**src/hdl/gzhs_pkg.sv**
```systemverilog
// ----------------------------------------------------------------------------
// gzhs_pkg
// Types and constants of the gzip header stripper.
// ----------------------------------------------------------------------------
`default_nettype none

package gzhs_pkg;

  localparam logic [7:0] MagicFirst  = 8'h1f;
  localparam logic [7:0] MagicSecond = 8'h8b;
  localparam logic [7:0] MethodDefl  = 8'h08;
  localparam logic [7:0] FlagRsvd    = 8'he0;

  // flags byte bit positions
  localparam int unsigned FlgHcrc    = 1;
  localparam int unsigned FlgExtra   = 2;
  localparam int unsigned FlgName    = 3;
  localparam int unsigned FlgComment = 4;

  // kept flag bits
  localparam int unsigned FbHcrc    = 0;
  localparam int unsigned FbName    = 1;
  localparam int unsigned FbComment = 2;

  localparam logic [15:0] FixedSkip = 16'd6;
  localparam logic [15:0] HcrcSkip  = 16'd2;

  localparam logic [1:0] KindNone  = 2'd0;
  localparam logic [1:0] KindPlain = 2'd1;
  localparam logic [1:0] KindDefl  = 2'd2;

  localparam logic [1:0] ErrNone   = 2'd0;
  localparam logic [1:0] ErrMethod = 2'd1;
  localparam logic [1:0] ErrFlags  = 2'd2;
  localparam logic [1:0] ErrTrunc  = 2'd3;

  // result queue
  localparam int unsigned ResDepth = 4;
  localparam int unsigned ResPtrW  = $clog2(ResDepth);
  localparam int unsigned ResCntW  = ResPtrW + 1;

  typedef enum logic [3:0] {
    PH_MAGIC1  = 4'd0,
    PH_MAGIC2  = 4'd1,
    PH_PASS    = 4'd2,
    PH_METHOD  = 4'd3,
    PH_FLAGS   = 4'd4,
    PH_SKIPX   = 4'd5,
    PH_SKIP    = 4'd6,
    PH_XLO     = 4'd7,
    PH_XHI     = 4'd8,
    PH_XDATA   = 4'd9,
    PH_NAME    = 4'd10,
    PH_COMMENT = 4'd11,
    PH_HCRC    = 4'd12,
    PH_PAYLOAD = 4'd13,
    PH_ERRMETH = 4'd14,
    PH_ERRFLAG = 4'd15
  } phase_e;

  typedef struct packed {
    logic [7:0] data;
    logic [1:0] kind;
    logic [1:0] err;
    logic       last;
  } result_t;

endpackage

`default_nettype wire

```
**src/hdl/gzip_header_stripper.sv**
```systemverilog
// ----------------------------------------------------------------------------
// gzip_header_stripper
// Strips a gzip member header from a byte stream and tags the bytes behind it.
// ----------------------------------------------------------------------------
// Takes one byte per cycle unless stalled. Each byte is parsed in the cycle
// it is accepted and its result words go into a four-word result queue,
// read one word per cycle from out_*_o while out_stall_i is low. A 1f not
// followed by 8b gives two words in one cycle; the input stalls whenever the
// queue has fewer than two free slots, so the sustained rate is one byte per
// cycle while the output keeps up. Header bytes give only error and end words.
`default_nettype none

module gzip_header_stripper import gzhs_pkg::*; (
  input  wire logic       clk_i,
  input  wire logic       rst_ni,
  input  wire logic       in_valid_i,
  output logic            in_stall_o,
  input  wire logic [7:0] in_byte_i,
  input  wire logic       in_last_i,
  output logic            out_valid_o,
  input  wire logic       out_stall_i,
  output logic [7:0]      out_byte_o,
  output logic [1:0]      out_kind_o,
  output logic [1:0]      error_code_o,
  output logic            out_last_o
);

  phase_e              phase_q, phase_d;
  logic [2:0]          flags_q, flags_d;
  logic [15:0]         skip_q, skip_d;

  result_t             fifo_q [ResDepth];
  logic [ResPtrW-1:0]  wr_ptr_q, rd_ptr_q, wr_ptr_nx;
  logic [ResCntW-1:0]  count_q;

  logic                in_acc, pop;
  logic [1:0]          n_res;
  result_t             res0, res1;
  logic [15:0]         skip_dec;
  phase_e              ac_phase, an_phase, ae_phase;

  assign in_stall_o = (count_q > ResCntW'(ResDepth - 2));
  assign in_acc     = in_valid_i && !in_stall_o;
  assign pop        = out_valid_o && !out_stall_i;

  // header parser
  always_comb begin
    phase_d  = phase_q;
    flags_d  = flags_q;
    skip_d   = skip_q;
    n_res    = 2'd0;
    res0     = '0;
    res1     = '0;
    skip_dec = skip_q - 16'd1;
    ac_phase = flags_q[FbHcrc] ? PH_HCRC : PH_PAYLOAD;
    an_phase = flags_q[FbComment] ? PH_COMMENT : ac_phase;
    ae_phase = flags_q[FbName] ? PH_NAME : an_phase;

    unique case (phase_q)
      PH_MAGIC1: begin
        if (in_byte_i == MagicFirst && !in_last_i) begin
          phase_d = PH_MAGIC2;
        end else begin
          res0    = '{data: in_byte_i, kind: KindPlain, err: ErrNone, last: 1'b0};
          n_res   = 2'd1;
          phase_d = PH_PASS;
        end
      end
      PH_MAGIC2: begin
        if (in_byte_i == MagicSecond) begin
          phase_d = PH_METHOD;
        end else begin
          res0    = '{data: MagicFirst, kind: KindPlain, err: ErrNone, last: 1'b0};
          res1    = '{data: in_byte_i, kind: KindPlain, err: ErrNone, last: 1'b0};
          n_res   = 2'd2;
          phase_d = PH_PASS;
        end
      end
      PH_PASS: begin
        res0  = '{data: in_byte_i, kind: KindPlain, err: ErrNone, last: 1'b0};
        n_res = 2'd1;
      end
      PH_PAYLOAD: begin
        res0  = '{data: in_byte_i, kind: KindDefl, err: ErrNone, last: 1'b0};
        n_res = 2'd1;
      end
      PH_METHOD: begin
        if (in_byte_i != MethodDefl) begin
          phase_d = PH_ERRMETH;
          res0    = '{data: 8'h00, kind: KindNone, err: ErrMethod, last: 1'b0};
          n_res   = 2'd1;
        end else begin
          phase_d = PH_FLAGS;
        end
      end
      PH_FLAGS: begin
        if (|(in_byte_i & FlagRsvd)) begin
          phase_d = PH_ERRFLAG;
          res0    = '{data: 8'h00, kind: KindNone, err: ErrFlags, last: 1'b0};
          n_res   = 2'd1;
        end else begin
          flags_d = {in_byte_i[FlgComment], in_byte_i[FlgName], in_byte_i[FlgHcrc]};
          skip_d  = FixedSkip;
          phase_d = in_byte_i[FlgExtra] ? PH_SKIPX : PH_SKIP;
        end
      end
      PH_SKIPX, PH_SKIP: begin
        skip_d = skip_dec;
        if (skip_dec == 16'd0) begin
          phase_d = (phase_q == PH_SKIPX) ? PH_XLO : ae_phase;
        end
      end
      PH_XLO: begin
        skip_d  = {8'h00, in_byte_i};
        phase_d = PH_XHI;
      end
      PH_XHI: begin
        skip_d  = {in_byte_i, skip_q[7:0]};
        phase_d = ({in_byte_i, skip_q[7:0]} != 16'd0) ? PH_XDATA : ae_phase;
      end
      PH_XDATA: begin
        skip_d = skip_dec;
        if (skip_dec == 16'd0) begin
          phase_d = ae_phase;
        end
      end
      PH_NAME: begin
        if (in_byte_i == 8'h00) begin
          phase_d = an_phase;
        end
      end
      PH_COMMENT: begin
        if (in_byte_i == 8'h00) begin
          phase_d = ac_phase;
        end
      end
      PH_HCRC: begin
        skip_d = skip_dec;
        if (skip_dec == 16'd0) begin
          phase_d = PH_PAYLOAD;
        end
      end
      PH_ERRMETH: begin
        res0  = '{data: 8'h00, kind: KindNone, err: ErrMethod, last: 1'b0};
        n_res = 2'd1;
      end
      PH_ERRFLAG: begin
        res0  = '{data: 8'h00, kind: KindNone, err: ErrFlags, last: 1'b0};
        n_res = 2'd1;
      end
    endcase

    // entering the header CRC loads its count
    if (phase_d == PH_HCRC && phase_q != PH_HCRC) begin
      skip_d = HcrcSkip;
    end

    if (in_last_i) begin
      if (n_res == 2'd0) begin
        res0  = '{data: 8'h00, kind: KindNone,
                  err: (phase_d == PH_PAYLOAD) ? ErrNone : ErrTrunc, last: 1'b0};
        n_res = 2'd1;
      end
      if (n_res == 2'd2) begin
        res1.last = 1'b1;
      end else begin
        res0.last = 1'b1;
      end
      phase_d = PH_MAGIC1;
      flags_d = '0;
      skip_d  = '0;
    end
  end

  always_ff @(posedge clk_i or negedge rst_ni) begin
    if (!rst_ni) begin
      phase_q <= PH_MAGIC1;
      flags_q <= '0;
      skip_q  <= '0;
    end else if (in_acc) begin
      phase_q <= phase_d;
      flags_q <= flags_d;
      skip_q  <= skip_d;
    end
  end

  // result queue
  assign wr_ptr_nx = wr_ptr_q + ResPtrW'(1);

  always_ff @(posedge clk_i) begin
    if (in_acc && n_res != 2'd0) begin
      fifo_q[wr_ptr_q] <= res0;
    end
    if (in_acc && n_res == 2'd2) begin
      fifo_q[wr_ptr_nx] <= res1;
    end
  end

  always_ff @(posedge clk_i or negedge rst_ni) begin
    if (!rst_ni) begin
      wr_ptr_q <= '0;
      rd_ptr_q <= '0;
      count_q  <= '0;
    end else begin
      if (in_acc) begin
        wr_ptr_q <= wr_ptr_q + ResPtrW'(n_res);
      end
      if (pop) begin
        rd_ptr_q <= rd_ptr_q + ResPtrW'(1);
      end
      count_q <= count_q + (in_acc ? ResCntW'(n_res) : ResCntW'(0))
                 - ResCntW'(pop);
    end
  end

  assign out_valid_o  = (count_q != '0);
  assign out_byte_o   = fifo_q[rd_ptr_q].data;
  assign out_kind_o   = fifo_q[rd_ptr_q].kind;
  assign error_code_o = fifo_q[rd_ptr_q].err;
  assign out_last_o   = fifo_q[rd_ptr_q].last;

endmodule

`default_nettype wire

```
**config.mk**
```make
export PLATFORM = sky130hd
export DESIGN_NAME = gzip_header_stripper
export DESIGN_NICKNAME = d
export VERILOG_FILES = /design/src/hdl/gzhs_pkg.sv /design/src/hdl/gzip_header_stripper.sv
export SDC_FILE = /design/constraint.sdc
export NUM_CORES = 1
export LEC_CHECK = 0
export ABC_AREA = 1
export BUFFER_PORTS_ARGS = -buffer_cell sky130_fd_sc_hd__buf_4
export CAP_MARGIN = 5
export CORE_AREA = 2 2 139 73
export CTS_CLUSTER_SIZE = 40
export DETAILED_ROUTE_END_ITERATION = 16
export DIE_AREA = 0 0 141 75
export GPL_ROUTABILITY_DRIVEN = 0
export PLACE_DENSITY = 0.74
export SYNTH_ARGS = -nofsm -noshare
export SYNTH_HDL_FRONTEND = slang
export SYNTH_SLANG_ARGS = --single-unit
```
**constraint.sdc**
```tcl
create_clock -name clk_i -period 3.02 [get_ports clk_i]
set_input_delay 0.906 -clock clk_i [delete_from_list [all_inputs] [get_ports clk_i]]
set_output_delay 0.906 -clock clk_i [all_outputs]
set_load 0.005 [all_outputs]
```
After elaboration in Yosys (flattened, before gate mapping):

Memory sizes are Yosys's and may differ from the RTL's.
Cells that the tools add are included.

* output and inout port bits: 15
* register bits after elaboration: 30
* memory bits (writable): 52
* input port bits: 13
* word-level logic and storage cells: 117
* memories kept: 1

* order comparisons: 1
* multiplexer cells: 50
* add/sub/neg operators: 6
* eq/ne operators: 26
* reductions and logical operators: 26

Memories
* fifo_q: depth 4, bits a word 13, rd ports 1, clocked after Yosys merged registers in 0, wr ports 2, line gzip_header_stripper.sv:32 `result_t fifo_q [ResDepth];`

Operators by type and width (number)
* case mux 13 bit (8 select lines): 1
* 2-to-1 mux 13 bit: 5
* case mux 16 bit (4 select lines): 1
* 2-to-1 mux 16 bit: 3
* case mux 4 bit (11 select lines): 1
* equality test 4 bit (second input constant): 10
* 2-to-1 mux 4 bit: 9
* 2-to-1 mux 3 bit: 7
* 2-to-1 mux 2 bit: 9
* equality test 4 x 3 -> 1 bit (second input constant): 4
* zero test 16 bit: 1
* nonzero test 16 bit: 1
* subtractor 16 x 1 -> 16 bit (second input constant): 1
* 2-to-1 mux 1 bit: 12
* 2-to-1 mux 10 bit: 1
* case mux 2 bit (5 select lines): 1
* equality test 4 x 2 -> 1 bit (second input constant): 2
* equality test 8 x 5 -> 1 bit (second input constant): 1
* equality test 8 bit (second input constant): 1
* zero test 8 bit: 1
* != test 4 bit (second input constant): 2
* != test 8 x 4 -> 1 bit (second input constant): 1
* OR reduction 4 bit: 2
* logical AND 1 bit: 6
* 20 further kinds: 26

Longest topological paths before layout:

Gate-level depths: netlist (run 1).

* depth after elaboration: 12
* mapped depth: 23
* gate-level depth less buffers: 22

Worst setup path after synthesis (run 1):

No wires, ideal clock.

* path kind: input-to-reg
* start: input in_byte_i[7]
* end: register count_q[2]
* cell stages on the path: 15
* slack: -110 ps
* library setup time: 129 ps
* path buffers: 0
* arrival time: 3002 ps
* data required time: 2891 ps
* cells stage by stage: inv_1 -> nand3_1 -> nand2_1 -> inv_1 -> or2_1 -> nor3_4 -> nand2_2 -> nand2_1 -> ha_1 -> inv_1 -> ha_1 -> inv_1 -> fa_1 -> xnor2_1 -> xor2_1

* longest elaborated chain between the ends: 11
* elaborated cells between the ends (all ways): 17
* classes of those cells: add/sub (2); eq/ne (3); mux (9); reduce/logical (3)

Ends and longest elaborated chain
* start: declaration: line gzip_header_stripper.sv:18 `input wire logic [7:0] in_byte_i,`
* equality test 8 x 5 -> 1 bit: line gzip_header_stripper.sv:61 `if (in_byte_i == MagicFirst && !in_last_i) begin`
* logical AND 1 bit: line gzip_header_stripper.sv:61
* 2-to-1 mux 1 bit: line gzip_header_stripper.sv:61
* case mux 2 bit (5 select lines) (*): line gzip_header_stripper.sv:59 `unique case (phase_q)`
* zero test 2 bit: line gzip_header_stripper.sv:159 `if (n_res == 2'd0) begin`
* 2-to-1 mux 2 bit: line gzip_header_stripper.sv:159
* 2-to-1 mux 2 bit: line gzip_header_stripper.sv:158 `if (in_last_i) begin`
* 2-to-1 mux 2 bit (*): line gzip_header_stripper.sv:158
* 2-to-1 mux 2 bit (*): line gzip_header_stripper.sv:211 `count_q <= count_q + (in_acc ? ResCntW'(n_res) : ResCntW'(0))`
* adder 3 x 2 -> 3 bit (*): line gzip_header_stripper.sv:211
* subtractor 3 x 1 -> 3 bit (*): line gzip_header_stripper.sv:212 `- ResCntW'(pop);`
* end signal: assignment: line gzip_header_stripper.sv:211
* end: declaration: line gzip_header_stripper.sv:34 `logic [ResCntW-1:0] count_q;`

Mark *: on every way between the ends. The rest lies on a longest branch, timed or not. The select of a mux whose other input is x is not followed.
A chain may end at the register's enable or synchronous reset.

Worst setup path after layout (run 1):

* start: input in_byte_i[2]
* end: register count_q[2]

The elaborated chain is that of the path after synthesis.

==> reports/qor.yml, run 1 <==
status: "completed"
cts_tree: "built"
clockBufferDepth: 2
required_ns: 3.25
synth_seq_cells: 82
post_cts_buffers: 0
ant_nets: 0
n_antenna_cell: 0
initialDrtViolationCount: 569
timing_hold_violations_final: 0
die_area_mm2: 0.0106
grt_pass1_wl_um: 23000
num_vias: 5152
hold_path_end: "fifo_q[3][4]"
worstHoldPathCells: 2
path_class: "input pin to flip-flop"
slew_violations: 0
power.density_mw_per_mm2: 1070
endpoint_kind: "flip-flop"
fin_setup_tns_ns: 0
ir_drop_mv: 0.610
port_buffers: 27
cap_violations: 0
clock_latency_ns: 0.35
drcViolationCount: 0
rrSetupSlack_ns: 0.24
grt_max_degree: 31
die_h_um: 75
drive_above_1_share_pct: 22.3
clk_pin_slew_ns: 0.07
wl_per_cell_um: 16.4
fmax_mhz: 343
regArea_mm2: 0.00219
place_inst: 875
hold_path.class: "flip-flop to flip-flop"
fp.dieW_um: 141
place_ws_ns: -0.265
critPathMaxFanout: 3
grtUsageTotal_pct: 28.4
min_from: "fifo_q[3][4]"
dr.pass1.iters: 5
post-route-util_pct: 68.3
fin_ws_ns: 0.104
slew-limit-headroom_pct: 49.2
fin_crit_ns: 2.92
crit_arrival_ns: 3.15
syn_inst: 685
syn_nets: 705
grt_pass1_vias: 4617
syn_area_mm2: 0.00524
routed_wl_um: 14600
r2r_start: "phase_q[1]"
yosysWarningCount: 0
tightest_slew_ns: 0.761
cts_num_sinks: 82
cts.repair.resized: 0
final_cell_mix: "nand2_1 (126), nor2_1 (109), buf_4 (86), inv_1 (70), o21ai_0 (57)"
leakage_nw: 2.77
fill_cells: 773
total_power_mw: 6.79
pin_count: 28
nNetsFinal: 785
hold_buffers: 0
root_buffer: "clkbuf_16"
syn2layout_area_growth_pct: 21.1
coreArea_mm2: 0.00929
synth_seq_area_share_pct: 41.8
synth.avg_cell_area_um2: 7.65
grt_overflow: 0
cts_htree_levels: 3
rsz0062_at_grt: "no"
cts_inserted_buffers: 9
synth.distinct_cells: 48
antenna_found_initial: 0
reg2reg_depth: 15
finalCritPeriodShare_pct: 96.5
multi_input_area_mm2: 0.00268
start_kind: "input pin"
skew_ns: 0.00916
rr_endpoint: "count_q[2]"
start_util_pct: 56.4
num_rows: 25
dp_hpwl_um: 10600
finalNonFillerCells: 891
routed_via_density: 5.78
setup-violations-final: 0
layout_commonest_cell: "nand2_1"
[kinds of logic after synthesis]
family / Yosys count / synth area share (%)
AO/OA/AOI/OAI: 165 / 19.4
XOR/XNOR: 7 / 1.17
adder cells (fa/ha/maj): 7 / 1.81
buffers and inverters: 102 / 7.73
flip-flops: 82 / 41.8
AND/OR/NAND/NOR: 322 / 28.0
[metal layers]
metal	track usage [%]	vias up	share of wire, %
li1	-	2499	-
met1	38.9	2362	45
met2	46.2	261	44
met3	5.79	30	9.1
met4	9.89	0	1.8
met5	0	-	0
[registers in the layout, summed over array words and instances, names as in the netlist]
name,flops
fifo_q,52
skip_q,16
phase_q,4
count_q,3
flags_q,3
rd_ptr_q,2
wr_ptr_q,2
[power by group]
part	total (mW)	internal [mW]	switching (mW)
registers	1.75	1.51	0.243
logic	4.00	1.53	2.47
clock network	1.04	0.567	0.471
total	6.79	3.61	3.18
[cells in the mapped netlist (all sizes together)]
master / n / share of area, %
buf: 9 / 1.1
clkbuf: 13 / 0.93
fa: 1 / 0.38
xor2: 4 / 0.67
or2: 1 / 0.12
nor2: 123 / 9.9
nand3b: 1 / 0.14
o21a: 1 / 0.14
a21oi: 21 / 2.5
nand3: 37 / 4.1
o22ai: 53 / 6.3
nor3b: 1 / 0.14
nor3: 10 / 1.4
o221ai: 2 / 0.33
nor4: 2 / 0.36
a31oi: 10 / 1.3
o211ai: 1 / 0.14
inv: 80 / 5.7
a22oi: 6 / 0.86
xnor2: 3 / 0.50
o21bai: 1 / 0.21
edfxtp: 40 / 23
o21ai: 69 / 7.4
nand2: 139 / 11
dfxtp: 12 / 4.6
nand4: 8 / 1.2
o211a: 1 / 0.19
ha: 6 / 1.4
dfrtp: 30 / 14
[how the worst max path moves through the flow]
| stage | slack, ns | to | from | cells after the start |
|---|---|---|---|---|
| 6_report | 0.10 | count_q[2] | in_byte_i[2] | 16 |
| 5_1_grt | 0.002 | count_q[2] | in_byte_i[2] | 16 |
| 2_1_floorplan | -0.07 | count_q[2] | in_byte_i[7] | 15 |
| 3_5_place_dp | -0.26 | count_q[2] | in_byte_i[6] | 16 |
| 3_3_place_gp | -0.18 | count_q[2] | in_byte_i[6] | 16 |
| 4_1_cts | 0.09 | count_q[2] | in_byte_i[6] | 16 |
[worst max-delay path, stage by stage]
cell and delay, ns:
buf_4 0.12, inv_1 0.06, nand2_1 0.10, nor4_4 0.29, nor2_1 0.08, nor2_1 0.17, inv_1 0.09, nand2_2 0.08
nand2_1 0.05, ha_1 0.27, inv_1 0.06, ha_1 0.13, inv_1 0.05, fa_1 0.40, xnor2_2 0.15, xor2_1 0.14
[area by class of cell]
cell class | instances | area share, %
tap | 121 | 2.39
sequential | 82 | 34.5
inverter | 80 | 4.73
clock inverter | 6 | 0.809
multi-input combinational | 501 | 42.2
timing repair buffer | 91 | 11.8
clock buffer | 10 | 3.61
[per-stage QoR]
| stage | area [um2] | hold slack, ns |
|---|---|---|
| 5_1_grt | 6340 | 0.499 |
| 3_5_place_dp | 6040 | 0.479 |
| 2_1_floorplan | 5250 | 0.454 |
| 3_3_place_gp | 6040 | 0.476 |
| 6_report | 6340 | 0.489 |
| 4_1_cts | 6320 | 0.494 |
No activity file was read; power rests on OpenSTA's default activity.
==> run 2, diff against run 1 <==
==> constraint.sdc (replaced) <==
create_clock -name clk_i -period 3 [get_ports clk_i]
set_input_delay 0.9 -clock clk_i [delete_from_list [all_inputs] [get_ports clk_i]]
set_output_delay 0.9 -clock clk_i [all_outputs]
set_load 0.005 [all_outputs]
==> reports/qor.yml, run 2 (synthesis gave the netlist of run 1 again) <==
status: "completed"
grt_pass1_wl_um: 23800
wl_per_cell_um: 16.8
fmax_mhz: 347
dr.pass1.iters: 8
grt_overflow: 0
fin_crit_ns: 2.88
final_cell_mix: "nand2_1 (126), nor2_1 (109), buf_4 (86), inv_1 (71), o21ai_0 (57)"
regArea_mm2: 0.00219
post_cts_buffers: 0
cts_inserted_buffers: 9
dpl-instance-area_mm2: 0.00604
regMostFlops: "fifo_q"
skew_ns: 0.00845
slew_violations: 0
cts_htree_levels: 3
grt_max_degree: 31
cts_num_sinks: 82
layout_commonest_cell: "nand2_1"
fill_cells: 745
top_regs: "fifo_q (52), skip_q (16), phase_q (4)"
drive_above_1_share_pct: 22.3
ir_drop_mv: 0.548
cp_common_cell: "inv_1"
port_buffers: 27
place_ws_ns: -0.278
multi_input_area_mm2: 0.00267
routed_via_density: 5.85
num_rows: 25
initialDrtViolationCount: 465
drcViolationCount: 0
reg2reg_depth: 16
holdWs_ns: 0.480
nNetsFinal: 785
cts.repair.resized: 0
rr_endpoint: "count_q[2]"
grtUsageTotal_pct: 29.4
worst-path-buf-inv: 5
fp.dieW_um: 141
clock_latency_ns: 0.35
leakage_nw: 2.78
required_ns: 3.24
hold_buffers: 0
rsz0062_at_grt: "yes"
n_antenna_cell: 0
syn2layout_area_growth_pct: 21.4
root_buffer: "clkbuf_16"
setup-violations-final: 0
grt_pass1_vias: 4746
die_h_um: 75
path_class: "input pin to flip-flop"
ant_nets: 0
tightest_slew_ns: 0.751
clockBufferDepth: 2
start_kind: "input pin"
hold_path.class: "input pin to asynchronous set/reset pin"
pin_count: 28
r2r_start: "phase_q[0]"
max_stage_delay_ns: 0.40
cts_tree: "built"
rrSetupSlack_ns: 0.21
clk_pin_slew_ns: 0.07
antenna_found_initial: 0
slew-limit-headroom_pct: 49.8
finalCritPeriodShare_pct: 96.1
crit_slowest_cell: "fa_1"
die_area_mm2: 0.0106
critPathTopFamily: "adder cells"
routed_wl_um: 15000
worstPathCellList: "buf_4, inv_1, nand2_1, nor4_2, nor2_1, nor2_1, inv_1, nand2_2, nand2_1, ha_1, inv_1, ha_1, inv_1, fa_1, xnor2_2, xor2_1"
post-route-util_pct: 68.5
start_util_pct: 56.4
coreArea_mm2: 0.00929
fin_area_mm2: 0.00636
num_vias: 5216
cap_violations: 0
critPathMaxFanout: 3
fin_ws_ns: 0.118
dp_hpwl_um: 10800
power.density_mw_per_mm2: 1090
endpoint_kind: "flip-flop"
crit_arrival_ns: 3.12
largest_reg_flops: 52
timing_hold_violations_final: 0
run 2: per-stage QoR:
step / power (mW) / setup TNS [ns] / cells
floorplan: 4.50 / -0.0874 / 685
detailed placement: 5.73 / -3.68 / 875
CTS: 6.90 / 0 / 891
global route: 7.47 / -0.0265 / 891
finish: 6.95 / 0 / 891
global placement: 5.63 / -1.37 / 875
run 2: final cells by class:
class                   instances  share of cell area (%)
well taps                     121                    2.38
repair buffers                 91                    11.7
clock inverters                 6                    1.16
clock buffers                  10                    3.60
inverters                      80                    4.72
flip-flops and latches         82                    34.5
multi-input cells             501                    42.0
run 2: routing by layer:
metal / GRT usage, % / up-vias / share of wire (%)
li1: - / 2503 / -
met1: 39.3 / 2397 / 44
met2: 46.5 / 260 / 44
met3: 8.02 / 56 / 9.1
met4: 12.2 / 0 / 2.8
met5: 0 / - / 0
run 2: how the worst max path moves through the flow:
stage                  from         end  slack [ns]  cells past startpoint
2_1_floorplan  in_byte_i[7]  count_q[2]       -0.09                     15
4_1_cts        in_byte_i[6]  count_q[2]        0.10                     16
6_report       in_byte_i[2]  count_q[2]        0.12                     16
3_3_place_gp   in_byte_i[6]  count_q[2]       -0.19                     16
5_1_grt        in_byte_i[5]  count_q[2]       -0.03                     16
3_5_place_dp   in_byte_i[6]  count_q[2]       -0.28                     16
run 2: worst register-to-register path, delay by kind of cell, from the launching register on:
kind / cells / cell delay [ns]
xor gates and xnor gates: 2 / 0.29
DFF: 1 / 0.39
AOI/OAI and AO/OA: 1 / 0.11
buffers and inverters: 4 / 0.25
and+or+nand+nor: 6 / 0.91
adders and majority gates: 3 / 0.75
run 2: where the power goes:
| group | leakage (nW) | switching, mW | total [mW] | internal, mW |
|---|---|---|---|---|
| logic | 1.76 | 2.50 | 4.04 | 1.55 |
| registers | 0.871 | 0.244 | 1.76 | 1.52 |
| clock network | 0.142 | 0.486 | 1.14 | 0.657 |
| total | 2.78 | 3.23 | 6.95 | 3.72 |
==> run 3, diff against run 2 <==
--- a/config.mk
+++ b/config.mk
@@ -5,13 +5,12 @@
 export SDC_FILE = /design/constraint.sdc
 export NUM_CORES = 1
 export LEC_CHECK = 0
-export ABC_AREA = 1
 export BUFFER_PORTS_ARGS = -buffer_cell sky130_fd_sc_hd__buf_4
 export CAP_MARGIN = 5
-export CORE_AREA = 2 2 139 73
+export CORE_AREA = 2 2 140 74
 export CTS_CLUSTER_SIZE = 40
 export DETAILED_ROUTE_END_ITERATION = 16
-export DIE_AREA = 0 0 141 75
+export DIE_AREA = 0 0 142 76
 export GPL_ROUTABILITY_DRIVEN = 0
 export PLACE_DENSITY = 0.74
 export SYNTH_ARGS = -nofsm -noshare
==> reports/qor.yml, run 3 <==
rsz0062_at_grt: "yes"
fp.dieW_um: 142
rrSetupSlack_ns: -0.10
power.density_mw_per_mm2: 984
slew_violations: 0
timing_hold_violations_final: 0
ant_nets: 0
n_antenna_cell: 0
largest_reg_flops: 52
critPathMaxFanout: 2
rr_endpoint: "skip_q[1]"
yosysWarningCount: 0
synth-simple-area-share_pct: 23.5
grt_overflow: 0
synth_xor_area_share_pct: 2.95
root_buffer: "clkbuf_16"
syn_nets: 594
place_inst: 802
crit_slowest_cell: "or4_4"
synth_commonest_cells: "nand2_1 (99), nor2_1 (47), edfxtp_1 (40)"
synth.avg_cell_area_um2: 9.31
worstPathCellList: "buf_6, or3_4, or4_4, a31oi_4, nand4_1, nand2_1, ha_1, inv_1, ha_2, inv_2, fa_2, xor2_1, xnor2_1"
max_stage_delay_ns: 0.51
fin_ws_ns: -0.198
synthFlopType: "edfxtp_1"
syn_inst: 574
coreArea_mm2: 0.00973
synth_compound_area_share_pct: 20.0
cap_violations: 0
crit_arrival_ns: 3.42
synth_top_cell_area_share_pct: 22.5
total_power_mw: 7.06
status: "finished, violations left"
path_class: "input pin to flip-flop"
synth_edf_count: 40
drive_above_1_share_pct: 35.2
start_util_pct: 54.9
grt_max_degree: 31
fill_cells: 667
antenna_found_initial: 0
clockBufferDepth: 2
cts_htree_levels: 3
final_cell_mix: "buf_4 (136), nand2_1 (93), nor2_1 (46), edfxtp_1 (40)"
clock_latency_ns: 0.34
dp_hpwl_um: 13500
setup-violations-final: 26
dr.pass1.iters: 7
layout_commonest_cell: "buf_4"
syn_area_mm2: 0.00534
endpoint_kind: "flip-flop"
regArea_mm2: 0.00219
synth-adder-area-share_pct: 2.16
reg2reg_depth: 12
fmax_mhz: 313
cts_num_sinks: 82
port_buffers: 27
finalCritPeriodShare_pct: 107
r2r_start: "skip_q[1]"
synth.top_cells.by_area: "edfxtp_1 (22%), dfrtp_1 (14%), nand2_1 (7.0%)"
failed_checks: "negative setup slack"
finalNonFillerCells: 834
routed_wl_um: 18400
tightest_slew_ns: 0.771
start_kind: "input pin"
syn2layout_area_growth_pct: 34.3
num_rows: 26
drcViolationCount: 0
yosysTopAreaCell: "edfxtp_1"
nNetsFinal: 723
required_ns: 3.23
initialDrtViolationCount: 792
holdWs_ns: 0.480
die_h_um: 76
synth_top_family_by_area: "simple AND/OR/NAND/NOR gates"
slew-limit-headroom_pct: 48.6
multi_input_area_mm2: 0.00323
synth_seq_cells: 82
grt_pass1_vias: 5193
hold_buffers: 0
synth-async-reset-ratio_pct: 36.6
hold_path_end: "fifo_q[3][4]"
clk_pin_slew_ns: 0.06
min_from: "fifo_q[3][4]"
worst-path-buf-inv: 3
synth_seq_area_share_pct: 41.0
skew_ns: 0.0115
grt_pass1_wl_um: 28500
cts_tree: "built"
num_vias: 5498
top_regs: "fifo_q (52), skip_q (16), phase_q (4)"
die_area_mm2: 0.0108
grtUsageTotal_pct: 34.7
synthMuxAreaShare_pct: 6.47
synth.distinct_cells: 76
wl_per_cell_um: 22.0
regMostFlops: "fifo_q"
fin_crit_ns: 3.20
pin_count: 28
leakage_nw: 2.91
hold_path.class: "flip-flop to flip-flop"
cts_inserted_buffers: 9
routed_via_density: 6.59
critPathTopFamily: "simple AND/OR/NAND/NOR gates"
synth.most_common_cell: "nand2_1"
ir_drop_mv: 0.522
worstHoldPathCells: 2
[run 3: cell count changes in the layout (fill, tap and decap cells not counted), moves of 18 or more]
cell,before,now
buf_4,86,136
inv_1,71,16
nand2_1,126,93
nand3_1,32,14
nor2_1,109,46
o21ai_0,57,30
o22ai_1,53,6
[run 3: worst register-to-register path, stage by stage (launching register included)]
cell and delay (ns):
dfrtp_1 0.41, inv_2 0.10, ha_4 0.15, or4b_4 0.49, a211oi_4 0.22, o21bai_4 0.10, a2111oi_4 0.36, mux2i_1 0.30
nand4_1 0.13, buf_6 0.16, buf_4 0.14, o32a_1 0.35, nor2_1 0.10
[run 3: worst max path at each step]
| stage | to | cells past startpoint | slack [ns] | start |
|---|---|---|---|---|
| CTS | count_q[2] | 13 | -0.17 | in_byte_i[7] |
| global placement | count_q[2] | 13 | -0.49 | in_byte_i[7] |
| finish | count_q[2] | 13 | -0.20 | in_byte_i[7] |
| detailed placement | count_q[2] | 13 | -0.58 | in_byte_i[7] |
| floorplan | count_q[2] | 13 | -0.46 | in_byte_i[6] |
| global route | count_q[2] | 13 | -0.28 | in_byte_i[7] |
[run 3: logic make-up after synthesis]
family                   count (synthesis)
AND/OR/NAND/NOR                        252
AO/OA/AOI/OAI                          144
flip-flops                              82
buffers and inverters                   52
XOR/XNOR                                18
multiplexers                            17
adder cells (fa/ha/maj)                  9
[run 3: routing by layer]
metal / global-route usage [%] / vias up / share of wire [%]
met5: 0 / - / 0
met3: 15.1 / 42 / 15
met4: 7.00 / 0 / 1.3
met2: 44.7 / 410 / 40
met1: 53.3 / 2663 / 44
li1: - / 2383 / -
[run 3: report_power, final]
| group | leakage (nW) | internal (mW) | total (mW) | switching [mW] |
|---|---|---|---|---|
| logic | 1.92 | 1.95 | 4.18 | 2.23 |
| registers | 0.856 | 1.46 | 1.75 | 0.287 |
| clock network | 0.140 | 0.649 | 1.13 | 0.477 |
| total | 2.91 | 4.07 | 7.06 | 2.99 |
[run 3: repair_timing]
item,CTS,global route
setup buffers,8,9
pin swaps,15,15
setup endpoints to repair,26,47
endpoints found under the hold margin,0,0
gates resized for setup,30,32
[run 3: final cells by class]
cell class	count	area share (%)
clock buffers	9	3.14
clock inverters	7	1.05
inverters	19	0.994
flip-flops and latches	82	30.5
repair buffers	151	17.1
multi-input cells	440	45.0
well taps	126	2.20
[run 3: metrics by stage]
step | utilization, % | TNS (ns) | cell area (um2) | worst slack [ns]
3_5_place_dp | 66.5 | -32.13 | 6470 | -0.577
4_1_cts | 71.6 | -1.21 | 6970 | -0.171
5_1_grt | 73.8 | -3.43 | 7180 | -0.280
3_3_place_gp | 66.5 | -25.44 | 6470 | -0.494
2_1_floorplan | - | -5.09 | 5390 | -0.457
6_report | 73.8 | -1.39 | 7180 | -0.198
